--- config.mk ---
export PLATFORM = sky130hd
export DESIGN_NAME = date_difference_in_days_unit
export DESIGN_NICKNAME = d
export VERILOG_FILES = /design/src/rtl/ddid_pkg.sv /design/src/rtl/date_difference_in_days_unit.sv /design/src/rtl/ddid_div.sv /design/src/rtl/ddid_datapath.sv /design/src/rtl/ddid_ctrl.sv
export SDC_FILE = /design/constraint.sdc
export NUM_CORES = 1
export LEC_CHECK = 0
export ABC_CLOCK_PERIOD_IN_PS = 18500
export BUFFER_PORTS_ARGS = -buffer_cell sky130_fd_sc_hd__buf_2
export CAP_MARGIN = 10
export CORE_ASPECT_RATIO = 1.25
export CORE_MARGIN = 2
export CORE_UTILIZATION = 65
export CTS_CLUSTER_SIZE = 24
export DETAILED_ROUTE_END_ITERATION = 10
export PLACE_DENSITY = 0.83
export SYNTH_ARGS = -nofsm -noshare
export SYNTH_HDL_FRONTEND = slang
export SYNTH_HIERARCHICAL = 1
export SYNTH_SLANG_ARGS = --single-unit
--- constraint.sdc ---
create_clock -name clock -period 18.5 [get_ports clock]
set_input_delay 0.925 -clock clock [delete_from_list [all_inputs] [get_ports clock]]
set_output_delay 0.925 -clock clock [all_outputs]
set_load 0.02 [all_outputs]
--- src/rtl/ddid_pkg.sv ---
`default_nettype none

package ddid_pkg;

   localparam int DAY_W   = 5;
   localparam int MONTH_W = 4;
   localparam int YEAR_W  = 14;
   localparam int COUNT_W = 22;
   localparam int NUM_W   = 23;
   localparam int OFF_W   = 9;
   localparam int REM_W   = 7;
   localparam int YCMP_W  = 17;

   localparam int DATE_W       = DAY_W + MONTH_W + YEAR_W;
   localparam int REQ_FIELDS_W = 2 * DATE_W;
   localparam int REQ_DATA_W   = ((REQ_FIELDS_W + 7) / 8) * 8;
   localparam int RSP_DATA_W   = ((COUNT_W + 7) / 8) * 8;
   localparam int RSP_USER_W   = 1;

   localparam int MAX_YEAR_DEFAULT = 9999;
   localparam int YEAR_DIVISOR     = 100;
   localparam int DAYS_PER_YEAR    = 365;
   localparam int MONTHS           = 12;
   localparam int FEB_DAYS         = 28;
   localparam int FEB_LEAP_DAYS    = 29;

   // The year times 5243, shifted right by 19, equals the year divided by one hundred
   // for every year that fits in the year field.
   localparam int YEAR_RECIP       = 5243;
   localparam int YEAR_RECIP_W     = 13;
   localparam int YEAR_RECIP_SHIFT = 19;

   localparam logic [MONTH_W-1:0] MONTH_JAN = MONTH_W'(1);
   localparam logic [MONTH_W-1:0] MONTH_FEB = MONTH_W'(2);
   localparam logic [MONTH_W-1:0] MONTH_APR = MONTH_W'(4);
   localparam logic [MONTH_W-1:0] MONTH_JUN = MONTH_W'(6);
   localparam logic [MONTH_W-1:0] MONTH_SEP = MONTH_W'(9);
   localparam logic [MONTH_W-1:0] MONTH_NOV = MONTH_W'(11);

   localparam logic [COUNT_W-1:0] COUNT_MAX = '1;

   typedef struct packed {
      logic load;
      logic div_start;
      logic sel;
      logic mul_step;
      logic add_step;
      logic diff_step;
      logic out_load;
   } cmd_type;

   typedef struct packed {
      logic div_done;
   } status_type;

   function automatic logic [OFF_W-1:0] month_start(input logic [MONTH_W-1:0] m);
      logic [OFF_W-1:0] r;
      unique case (m)
         4'd1:    r = OFF_W'(0);
         4'd2:    r = OFF_W'(31);
         4'd3:    r = OFF_W'(59);
         4'd4:    r = OFF_W'(90);
         4'd5:    r = OFF_W'(120);
         4'd6:    r = OFF_W'(151);
         4'd7:    r = OFF_W'(181);
         4'd8:    r = OFF_W'(212);
         4'd9:    r = OFF_W'(243);
         4'd10:   r = OFF_W'(273);
         4'd11:   r = OFF_W'(304);
         4'd12:   r = OFF_W'(334);
         default: r = '0;
      endcase
      return r;
   endfunction

   function automatic logic [DAY_W-1:0] month_len(input logic [MONTH_W-1:0] m,
                                                  input logic leap);
      logic [DAY_W-1:0] r;
      case (m) inside
         MONTH_APR, MONTH_JUN, MONTH_SEP, MONTH_NOV: r = DAY_W'(30);
         MONTH_FEB: r = leap ? DAY_W'(FEB_LEAP_DAYS) : DAY_W'(FEB_DAYS);
         default:   r = DAY_W'(31);
      endcase
      return r;
   endfunction

endpackage

`default_nettype wire

--- src/rtl/date_difference_in_days_unit.sv ---
`default_nettype none

// Channel   Direction  Signals                        Contents
// req       in         req_tvalid/tready/tdata        two dates, day/month/year each
// rsp       out        rsp_tvalid/tready/tdata/tuser  day count, dates valid flag
//
// A request occupies the block from acceptance until the next request can be taken:
// each date passes the start, divide, multiply and add states, the divide state
// dividing its year by one hundred, and then the difference and output load follow.
// The result waits in an output register, so a
// new request is taken while it is pending.
// Reset is synchronous and active high and clears the controller state and the divider.
// A stalled result holds the controller before it loads the next result.

module date_difference_in_days_unit #(
   parameter int unsigned MAX_YEAR = ddid_pkg::MAX_YEAR_DEFAULT
) (
   input  wire logic                              clock,
   input  wire logic                              reset,
   input  wire logic                              req_tvalid,
   output logic                                   req_tready,
   // first_day, first_month, first_year, second_day, second_month, second_year
   input  wire logic [ddid_pkg::REQ_DATA_W-1:0]   req_tdata,
   output logic                                   rsp_tvalid,
   input  wire logic                              rsp_tready,
   // day_count
   output logic      [ddid_pkg::RSP_DATA_W-1:0]   rsp_tdata,
   // dates_valid
   output logic      [ddid_pkg::RSP_USER_W-1:0]   rsp_tuser
);

   ddid_pkg::cmd_type    cmd;
   ddid_pkg::status_type status;

   ddid_ctrl u_ctrl (
      .clock      (clock),
      .reset      (reset),
      .req_tvalid (req_tvalid),
      .req_tready (req_tready),
      .rsp_tvalid (rsp_tvalid),
      .rsp_tready (rsp_tready),
      .status     (status),
      .cmd        (cmd)
   );

   ddid_datapath #(
      .MAX_YEAR (MAX_YEAR)
   ) u_datapath (
      .clock     (clock),
      .reset     (reset),
      .cmd       (cmd),
      .status    (status),
      .req_tdata (req_tdata),
      .rsp_tdata (rsp_tdata),
      .rsp_tuser (rsp_tuser)
   );

   a_busy_after_request : assert property (@(posedge clock) disable iff (reset)
      req_tvalid && req_tready |=> !req_tready)
      else $error("Block took a request while still busy.");

   a_invalid_count_zero : assert property (@(posedge clock) disable iff (reset)
      rsp_tvalid && !rsp_tuser[0] |-> rsp_tdata == '0)
      else $error("Invalid dates gave a non-zero day count.");

   a_no_overwrite : assert property (@(posedge clock) disable iff (reset)
      cmd.out_load |-> !rsp_tvalid || rsp_tready)
      else $error("Pending result overwritten.");

   a_divider_runs : assert property (@(posedge clock) disable iff (reset)
      cmd.div_start |=> !status.div_done)
      else $error("Divider did not start.");

endmodule

`default_nettype wire

--- src/rtl/ddid_div.sv ---
`default_nettype none

module ddid_div (
   input  wire logic                          clock,
   input  wire logic                          reset,
   input  wire logic                          start,
   input  wire logic [ddid_pkg::YEAR_W-1:0]   dividend,
   output logic                               done,
   output logic      [ddid_pkg::YEAR_W-1:0]   quotient,
   output logic      [ddid_pkg::REM_W-1:0]    remainder
);

   localparam int YW     = ddid_pkg::YEAR_W;
   localparam int RW     = ddid_pkg::REM_W;
   localparam int PROD_W = ddid_pkg::YEAR_W + ddid_pkg::YEAR_RECIP_W;

   logic              busy_ff, busy_in;
   logic [YW-1:0]     num_ff, num_in;
   logic [YW-1:0]     quo_ff, quo_in;
   logic [RW-1:0]     rem_ff, rem_in;
   logic [PROD_W-1:0] recip_prod;
   logic [YW-1:0]     rem_full;

   // The quotient comes from a reciprocal multiplication and is registered at start; the
   // remainder then comes from a multiply and subtract on the registered quotient.
   always_comb begin
      recip_prod = PROD_W'(dividend) * PROD_W'(ddid_pkg::YEAR_RECIP);
      rem_full   = num_ff - quo_ff * YW'(ddid_pkg::YEAR_DIVISOR);
      busy_in    = 1'b0;
      num_in     = num_ff;
      quo_in     = quo_ff;
      rem_in     = rem_ff;
      if (start) begin
         busy_in = 1'b1;
         num_in  = dividend;
         quo_in  = YW'(recip_prod >> ddid_pkg::YEAR_RECIP_SHIFT);
      end else if (busy_ff) begin
         rem_in = rem_full[RW-1:0];
      end
   end

   always_ff @(posedge clock) begin
      if (reset) begin
         busy_ff <= 1'b0;
      end else begin
         busy_ff <= busy_in;
      end
      num_ff <= num_in;
      quo_ff <= quo_in;
      rem_ff <= rem_in;
   end

   assign done      = !busy_ff;
   assign quotient  = quo_ff;
   assign remainder = rem_ff;

endmodule

`default_nettype wire

--- src/rtl/ddid_datapath.sv ---
`default_nettype none

module ddid_datapath #(
   parameter int unsigned MAX_YEAR = ddid_pkg::MAX_YEAR_DEFAULT
) (
   input  wire logic                              clock,
   input  wire logic                              reset,
   input  wire ddid_pkg::cmd_type                 cmd,
   output ddid_pkg::status_type                   status,
   input  wire logic [ddid_pkg::REQ_DATA_W-1:0]   req_tdata,
   output logic      [ddid_pkg::RSP_DATA_W-1:0]   rsp_tdata,
   output logic      [ddid_pkg::RSP_USER_W-1:0]   rsp_tuser
);

   localparam int DW = ddid_pkg::DAY_W;
   localparam int MW = ddid_pkg::MONTH_W;
   localparam int YW = ddid_pkg::YEAR_W;
   localparam int NW = ddid_pkg::NUM_W;
   localparam int OW = ddid_pkg::OFF_W;
   localparam int CW = ddid_pkg::COUNT_W;
   localparam int FW = ddid_pkg::DATE_W;

   logic [ddid_pkg::REQ_FIELDS_W-1:0] dates_ff;
   logic [FW-1:0]                      date_sel;
   logic [DW-1:0]                      d;
   logic [MW-1:0]                      m;
   logic [YW-1:0]                      y;
   logic [YW-1:0]                      q;
   logic [ddid_pkg::REM_W-1:0]         r;
   logic                               div_done;
   logic                               r_nz;
   logic                               leap;
   logic                               ok;
   logic [YW-1:0]                      ceil4, ceil100, ceil400;
   logic [NW-1:0]                      prod_ff;
   logic [YW-1:0]                      corr_ff;
   logic [OW-1:0]                      off_ff;
   logic [1:0]                         valid_ff;
   logic [NW-1:0]                      num0_ff, num1_ff;
   logic [NW-1:0]                      num_sum;
   logic [NW-1:0]                      diff_ff;
   logic [CW-1:0]                      count_ff;
   logic                               flag_ff;
   logic                               both_ok;

   assign date_sel = cmd.sel ? dates_ff[2*FW-1:FW] : dates_ff[FW-1:0];
   assign d        = date_sel[DW-1:0];
   assign m        = date_sel[DW+MW-1:DW];
   assign y        = date_sel[FW-1:DW+MW];

   ddid_div u_div (
      .clock     (clock),
      .reset     (reset),
      .start     (cmd.div_start),
      .dividend  (y),
      .done      (div_done),
      .quotient  (q),
      .remainder (r)
   );

   assign status.div_done = div_done;

   always_comb begin
      r_nz    = (r != '0);
      leap    = ((y[1:0] == 2'b00) && r_nz) || (!r_nz && (q[1:0] == 2'b00));
      ok      = ({(ddid_pkg::YCMP_W - YW)'(0), y} <= ddid_pkg::YCMP_W'(MAX_YEAR))
                && (m >= ddid_pkg::MONTH_JAN) && (m <= MW'(ddid_pkg::MONTHS))
                && (d != '0) && (d <= ddid_pkg::month_len(m, leap));
      ceil4   = (y >> 2) + YW'(y[1:0] != 2'b00);
      ceil100 = q + YW'(r_nz);
      ceil400 = (q >> 2) + YW'(r_nz || (q[1:0] != 2'b00));
      num_sum = prod_ff + NW'(corr_ff) + NW'(off_ff);
      both_ok = valid_ff[0] && valid_ff[1];
   end

   always_ff @(posedge clock) begin
      if (cmd.load) begin
         dates_ff <= req_tdata[ddid_pkg::REQ_FIELDS_W-1:0];
      end
      if (cmd.mul_step) begin
         prod_ff            <= NW'(y) * NW'(ddid_pkg::DAYS_PER_YEAR);
         corr_ff            <= ceil4 - ceil100 + ceil400;
         off_ff             <= ddid_pkg::month_start(m)
                               + OW'((m > ddid_pkg::MONTH_FEB) && leap)
                               + OW'(d) - OW'(1);
         valid_ff[cmd.sel]  <= ok;
      end
      if (cmd.add_step) begin
         if (cmd.sel) begin
            num1_ff <= num_sum;
         end else begin
            num0_ff <= num_sum;
         end
      end
      if (cmd.diff_step) begin
         diff_ff <= (num0_ff >= num1_ff) ? (num0_ff - num1_ff) : (num1_ff - num0_ff);
      end
      if (cmd.out_load) begin
         flag_ff <= both_ok;
         if (!both_ok) begin
            count_ff <= '0;
         end else if (diff_ff > NW'(ddid_pkg::COUNT_MAX)) begin
            count_ff <= ddid_pkg::COUNT_MAX;
         end else begin
            count_ff <= diff_ff[CW-1:0];
         end
      end
   end

   assign rsp_tdata = {(ddid_pkg::RSP_DATA_W - CW)'(0), count_ff};
   assign rsp_tuser = ddid_pkg::RSP_USER_W'(flag_ff);

endmodule

`default_nettype wire

--- src/rtl/ddid_ctrl.sv ---
`default_nettype none

module ddid_ctrl (
   input  wire logic                   clock,
   input  wire logic                   reset,
   input  wire logic                   req_tvalid,
   output logic                        req_tready,
   output logic                        rsp_tvalid,
   input  wire logic                   rsp_tready,
   input  wire ddid_pkg::status_type   status,
   output ddid_pkg::cmd_type           cmd
);

   typedef enum logic [2:0] {
      S_IDLE,
      S_START,
      S_DIV,
      S_MUL,
      S_ADD,
      S_DIFF,
      S_OUT
   } state_type;

   state_type state_ff, state_in;
   logic      sel_ff, sel_in;
   logic      rsp_valid_ff, rsp_valid_in;

   always_comb begin
      state_in     = state_ff;
      sel_in       = sel_ff;
      rsp_valid_in = rsp_valid_ff && !rsp_tready;
      cmd          = '0;
      cmd.sel      = sel_ff;
      unique case (state_ff)
         S_IDLE: begin
            if (req_tvalid) begin
               cmd.load = 1'b1;
               sel_in   = 1'b0;
               state_in = S_START;
            end
         end
         S_START: begin
            cmd.div_start = 1'b1;
            state_in      = S_DIV;
         end
         S_DIV: begin
            if (status.div_done) begin
               state_in = S_MUL;
            end
         end
         S_MUL: begin
            cmd.mul_step = 1'b1;
            state_in     = S_ADD;
         end
         S_ADD: begin
            cmd.add_step = 1'b1;
            if (!sel_ff) begin
               sel_in   = 1'b1;
               state_in = S_START;
            end else begin
               state_in = S_DIFF;
            end
         end
         S_DIFF: begin
            cmd.diff_step = 1'b1;
            state_in      = S_OUT;
         end
         S_OUT: begin
            if (!rsp_valid_ff || rsp_tready) begin
               cmd.out_load = 1'b1;
               rsp_valid_in = 1'b1;
               state_in     = S_IDLE;
            end
         end
         default: begin
            state_in = S_IDLE;
         end
      endcase
   end

   always_ff @(posedge clock) begin
      if (reset) begin
         state_ff     <= S_IDLE;
         sel_ff       <= 1'b0;
         rsp_valid_ff <= 1'b0;
      end else begin
         state_ff     <= state_in;
         sel_ff       <= sel_in;
         rsp_valid_ff <= rsp_valid_in;
      end
   end

   assign req_tready = (state_ff == S_IDLE);
   assign rsp_tvalid = rsp_valid_ff;

endmodule

`default_nettype wire
### Word level (Yosys, flattened, before mapping)

Memory sizes are Yosys's and may differ from the RTL's.
Cells that the tools add are included.

| word-level totals | value |
|---|---|
| memory bits (read-only) | 144 |
| word-level logic and storage cells | 117 |
| register bits | 214 |
| latch bits | 0 |
| memories | 1 |
| bits in writable memories | 0 |
| output and inout port bits | 27 |

| cells by class | value |
|---|---|
| mux-type cells | 28 |
| shift operators | 0 |
| bitwise gates (word level) | 2 |
| multipliers | 3 |
| $add $sub $neg | 13 |
| div/mod/pow operators | 0 |
| equality and inequality tests | 14 |
| reduce and logical (&&, ||, !) cells | 30 |
| magnitude comparators | 9 |

Memory list:

| name | depth | width | rd ports | clocked after memory_dff | wr ports | RTL line | RTL |
|---|---|---|---|---|---|---|---|
| (no name shown) | 16 | 9 | 1 | 0 | 0 | ddid_pkg.sv:58 | `unique case (m)` |

Operators with widths:

| operator | number |
|---|---|
| 2-to-1 mux 23 bit | 2 |
| subtractor 23 bit | 2 |
| multiplier 14 x 13 -> 27 bit (second input constant) | 1 |
| adder 23 x 14 -> 23 bit | 1 |
| adder 23 x 9 -> 23 bit | 1 |
| greater-or-equal comparator 23 bit | 1 |
| greater-than comparator 23 x 22 -> 1 bit (second input constant) | 1 |
| multiplier 14 x 9 -> 23 bit (second input constant) | 1 |
| 2-to-1 mux 22 bit | 1 |
| one-hot mux 3 bit (7 select lines) | 1 |
| adder 14 bit | 1 |
| less-or-equal comparator 14 bit (second input constant) | 1 |
| 2-to-1 mux 1 bit | 14 |
| subtractor 14 bit | 1 |
| adder 12 x 1 -> 13 bit | 1 |
| 2-to-1 mux 3 bit | 4 |
| logical AND 1 bit | 10 |
| 2-to-1 mux 5 bit | 2 |
| adder 8 x 1 -> 9 bit | 1 |
| adder 9 x 1 -> 9 bit | 1 |
| adder 9 x 5 -> 9 bit | 1 |
| == test 3 bit (second input constant) | 3 |
| 2-to-1 mux 9 bit | 1 |
| subtractor 9 x 1 -> 9 bit (second input constant) | 1 |
| other kinds (30) | 45 |

### Longest topological paths before layout

| logic depth | value |
|---|---|
| word-level depth | 10 |
| gate-level depth with buffers | 23 |

### By module

Netlist, hierarchy kept.

By module, submodules not included:

| module | sequential area each (µm²) | cells each | times used | area an instance (µm²) |
|---|---|---|---|---|
| ddid_datapath | 5,585.4 | 1,238 | 1 | 13,700.6 |
| ddid_div | 680.7 | 401 | 1 | 4,350.4 |
| ddid_ctrl | 100.1 | 37 | 1 | 309.0 |

### Least setup slack after synthesis

No wires, ideal clock.

| timing path | value |
|---|---|
| path kind | register -> register |
| start | register u_ctrl.sel_ff |
| end | register u_datapath.u_div.quo_ff[5], in the netlist u_datapath/u_div/quotient[5], data pin |
| path slack | 12.398 ns |
| arrival | 5.844 ns |
| stages on the path, launching flop included | 21 |
| buffers on the path | 4 |
| period minus slack after synthesis | 6.102 ns |
| path through | dfxtp_1 > buf_4 > buf_2 > buf_2 > buf_1 > mux2i_1 > inv_1 > fa_1 > ha_1 > inv_1 > fa_1 > fa_1 > fa_1 > inv_1 > ha_1 > and4_4 > nand2_2 > or4_4 > o2111ai_2 > o211ai_1 > xnor2_1 |

| on the way | value |
|---|---|
| longest elaborated chain between the ends | 2 |

Ends and longest elaborated chain:

| element | RTL line | RTL |
|---|---|---|
| start, declared | ddid_ctrl.sv:25 | `logic sel_ff, sel_in;` |
| start signal, assigned | ddid_ctrl.sv:88 | `sel_ff <= sel_in;` |
| 2-to-1 mux 23 bit | ddid_datapath.sv:46 | `assign date_sel = cmd.sel ? dates_ff[2*FW-1:FW] : dates_ff[FW-1:0];` |
| named net u_datapath.date_sel[22] | ddid_datapath.sv:24 | `logic [FW-1:0] date_sel;` |
| multiplier 14 x 13 -> 27 bit | ddid_div.sv:27 | `recip_prod = PROD_W'(dividend) * PROD_W'(ddid_pkg::YEAR_RECIP);` |
| named net u_datapath.u_div.recip_prod[24] | ddid_div.sv:21 | `logic [PROD_W-1:0] recip_prod;` |
| end signal, assigned | ddid_div.sv:49 | `quo_ff <= quo_in;` |
| end, declared | ddid_div.sv:19 | `logic [YW-1:0] quo_ff, quo_in;` |

The timed path passes the listed nets, and every way through them passes these cells.
A chain may end at the register's enable or synchronous reset.

### Worst setup path after layout

| timing path | value |
|---|---|
| start | register u_ctrl.sel_ff |
| end | register u_datapath.prod_ff[21], data pin |

| on the way | value |
|---|---|
| longest elaborated chain between the ends | 2 |

Ends and longest elaborated chain:

| element | RTL line | RTL |
|---|---|---|
| 2-to-1 mux 23 bit | ddid_datapath.sv:46 |  |
| named net u_datapath.date_sel[16] | ddid_datapath.sv:24 |  |
| multiplier 14 x 9 -> 23 bit | ddid_datapath.sv:81 | `prod_ff <= NW'(y) * NW'(ddid_pkg::DAYS_PER_YEAR);` |
| end signal, assigned | ddid_datapath.sv:81 |  |
| end, declared | ddid_datapath.sv:35 | `logic [NW-1:0] prod_ff;` |

The timed path passes the listed nets, and every way through them passes these cells.

==> impl_metrics.json <==
{
  "syn_area_um2": 18400,
  "clock_latency_ns": 0.52,
  "crit_fanout": 27,
  "worstHoldPathType": "flop to flop",
  "slowest_stage": "fa_1",
  "via_per_inst": 5.66,
  "hpwl_um": 28600,
  "tns_ns": 0,
  "ys.flop_type": "edfxtp_1",
  "drv_slew": 0,
  "vias": 11900,
  "drc": 0,
  "fin_util_pct": 71.1,
  "final_nets": 2205,
  "clk_pin_slew_ns": 0.06,
  "yosysTopAreaCellShare_pct": 34.0,
  "track_usage_pct": 24.9,
  "die_x_um": 154,
  "yosys_warnings": 6,
  "ctsResizeCount": 0,
  "yosysMostFrequentCell": "inv_1",
  "p_leak_uw": 0.00929,
  "design.die.area_um2": 29600,
  "port_buffers": 74,
  "gp_congestion": 0.924,
  "setup_viol": 0,
  "clock-sinks": 214,
  "ant_nets": 0,
  "nFillCells": 1915,
  "cts_tree": "built",
  "synth-seq-cells": 214,
  "drt-total-wl_um": 35800,
  "cp.arrival_ns": 6.64,
  "fmax_ghz": 0.156,
  "cp_cell_sequence": "buf_4 -> mux2i_1 -> inv_1 -> ha_1 -> inv_1 -> fa_1 -> fa_1 -> fa_1 -> inv_1 -> ha_1 -> a21o_1 -> a21oi_2 -> o21ai_2 -> o41ai_4 -> o211ai_2 -> or4b_1 -> a41o_1 -> a21oi_2 -> xnor2_1",
  "grt_max_degree": 50,
  "firstDrtPassIters": 5,
  "area_growth_pct": 7.35,
  "worst_slew_pin_slew_ns": 1.15,
  "criticalPathCategory": "flop to flop",
  "die_y_um": 192,
  "grt_pass1_wl_um": 59000,
  "cts_buffer_depth": 3,
  "cts_made_buffers": 22,
  "end_kind": "flop",
  "cp_slowest_stage_delay_ns": 0.58,
  "grt_pass1_vias": 12700,
  "synth-edff-count": 208,
  "io_pins": 79,
  "hold_viol": 0,
  "antenna_found_initial": 0,
  "drive_gt1_share_pct": 9.10,
  "ys_types": 81,
  "wl_per_cell_um": 17.0,
  "diodes": 0,
  "period_needed_ns": 6.39,
  "synthTopCellsByArea": "edfxtp_1, ha_1, fa_1, inv_1, xnor2_1",
  "synth_common_cells": "inv_1, ha_1, edfxtp_1, fa_1, nor2_1",
  "async_flop_share_pct": 0,
  "post_cts_buffers": 0,
  "period_share_pct": 34.6,
  "crit_required_ns": 18.75,
  "gr-total-overflow": 0,
  "cts_max_level": 1,
  "root_buffer": "clkbuf_16",
  "yosysSeqAreaShare_pct": 34.7,
  "start_util_pct": 66.2,
  "first_iter_violations": 560,
  "cp-start-kind": "flop",
  "status": "completed",
  "syn_area_per_cell_um2": 11.0,
  "r2r_setup_slack_ns": 12.11,
  "syn_inst": 1676,
  "row_count": 68,
  "cts_hold_buf": 0,
  "core_area_um2": 27700,
  "rsz0062_at_grt": "false",
  "max_cap_viol_count": 0,
  "fin_skew_ns": 0.0246,
  "slew_headroom_pct": 22.8,
  "synth_top_cell_by_area": "edfxtp_1",
  "powerDensity_nw_per_um2": 142,
  "peakVddDrop_uv": 153
}
[cell families (layout without fill, tap and decap cells)]
kind of cell | Yosys count | count (layout) | synth area share (%)
XOR/XNOR | 96 | 96 | 4.58
flip-flops | 214 | 214 | 34.7
AO/OA/AOI/OAI | 274 | 274 | 10.1
multiplexers | 39 | 39 | 2.17
buffers and inverters | 383 | 460 | 8.29
adder cells (fa/ha/maj) | 409 | 409 | 33.2
AND/OR/NAND/NOR | 259 | 259 | 6.95
other | 2 | 8 | 0.0409
[sequential cells by signal (all words and copies together) (netlist names), 2 cells and up]
name / count
u_datapath/diff_ff: 23
u_datapath/num1_ff: 23
u_datapath/count_ff: 22
u_datapath/u_div/quotient: 8
u_ctrl/state_ff: 3
u_datapath/dates_ff: 46
u_datapath/u_div/num_ff: 7
u_datapath/corr_ff: 14
u_datapath/off_ff: 9
u_datapath/num0_ff: 23
u_datapath/u_div/remainder: 7
u_datapath/prod_ff: 23
u_datapath/valid_ff: 2
[worst max-delay path: cells and delay by family, from the launching register on]
kind                     cells  cell delay, ns
multiplexers                 1            0.50
buffers and inverters        4            0.95
XOR/XNOR                     1            0.07
flip-flops                   1            0.38
adder cells (fa/ha/maj)      5            2.31
AND/OR/NAND/NOR              1            0.52
AO/OA/AOI/OAI                7            1.37
[layer usage]
| metal | share of wire [%] | vias up | track usage, % |
|---|---|---|---|
| met5 | 0 | - | 0 |
| met4 | 4.1 | 0 | 10.3 |
| met3 | 3.5 | 91 | 2.55 |
| met2 | 55 | 265 | 49.4 |
| met1 | 38 | 5806 | 26.7 |
| li1 | - | 5783 | - |
[cells in the final DEF (no fill, tap or decap), drive strengths merged, types with 21 or more instances in the layout]
cell | netlist | layout
fa | 131 | 131
xor2 | 34 | 34
o21ai | 47 | 47
buf | 27 | 79
ha | 278 | 278
clkbuf | 13 | 33
a21o | 45 | 45
nand2 | 45 | 45
xnor2 | 62 | 62
inv | 342 | 342
nor3 | 21 | 21
a21oi | 92 | 92
edfxtp | 208 | 208
nor2 | 97 | 97
mux2i | 32 | 32
[per-stage QoR]
stage / cells / hold WS [ns] / setup WS [ns] / instance area (um^2) / power, uW
2_1_floorplan: 1682 / 0.400 / 12.40 / 18400 / 1990
6_report: 2109 / 0.434 / 12.11 / 19700 / 2810
3_3_place_gp: 2070 / 0.401 / 12.32 / 19000 / 2270
3_5_place_dp: 2070 / 0.416 / 12.16 / 19000 / 2350
4_1_cts: 2109 / 0.431 / 12.08 / 19700 / 2810
5_1_grt: 2109 / 0.439 / 11.81 / 19700 / 3070
[path summary, 6_finish.rpt]
| check | cells past startpoint | end | startpoint |
|---|---|---|---|
| setup / recovery | 19 | u_datapath/prod_ff[21] | u_ctrl/sel_ff |
| hold reg to reg | 0 | u_datapath/u_div/remainder[1] | u_datapath/u_div/num_ff[1] |
| hold / removal | 0 | u_datapath/u_div/remainder[1] | u_datapath/u_div/num_ff[1] |
| setup reg to reg | 19 | u_datapath/prod_ff[21] | u_ctrl/sel_ff |
[power breakdown]
group / switching [uW] / total (uW) / internal (uW)
Sequential: 18.6 / 669 / 650
Combinational: 982 / 1710 / 731
Clock: 173 / 424 / 251
Total: 1170 / 2810 / 1630
[layout make-up]
type,instances,area [um^2],share of cell area [%]
multi-input combinational,1085,10500,53.3
clock inverter,6,72.6,0.368
clock buffer,33,632,3.21
inverter,342,1280,6.51
tap,350,438,2.22
sequential,214,6370,32.3
timing repair buffer,79,408,2.07
Power figures use the tool's default switching activity.
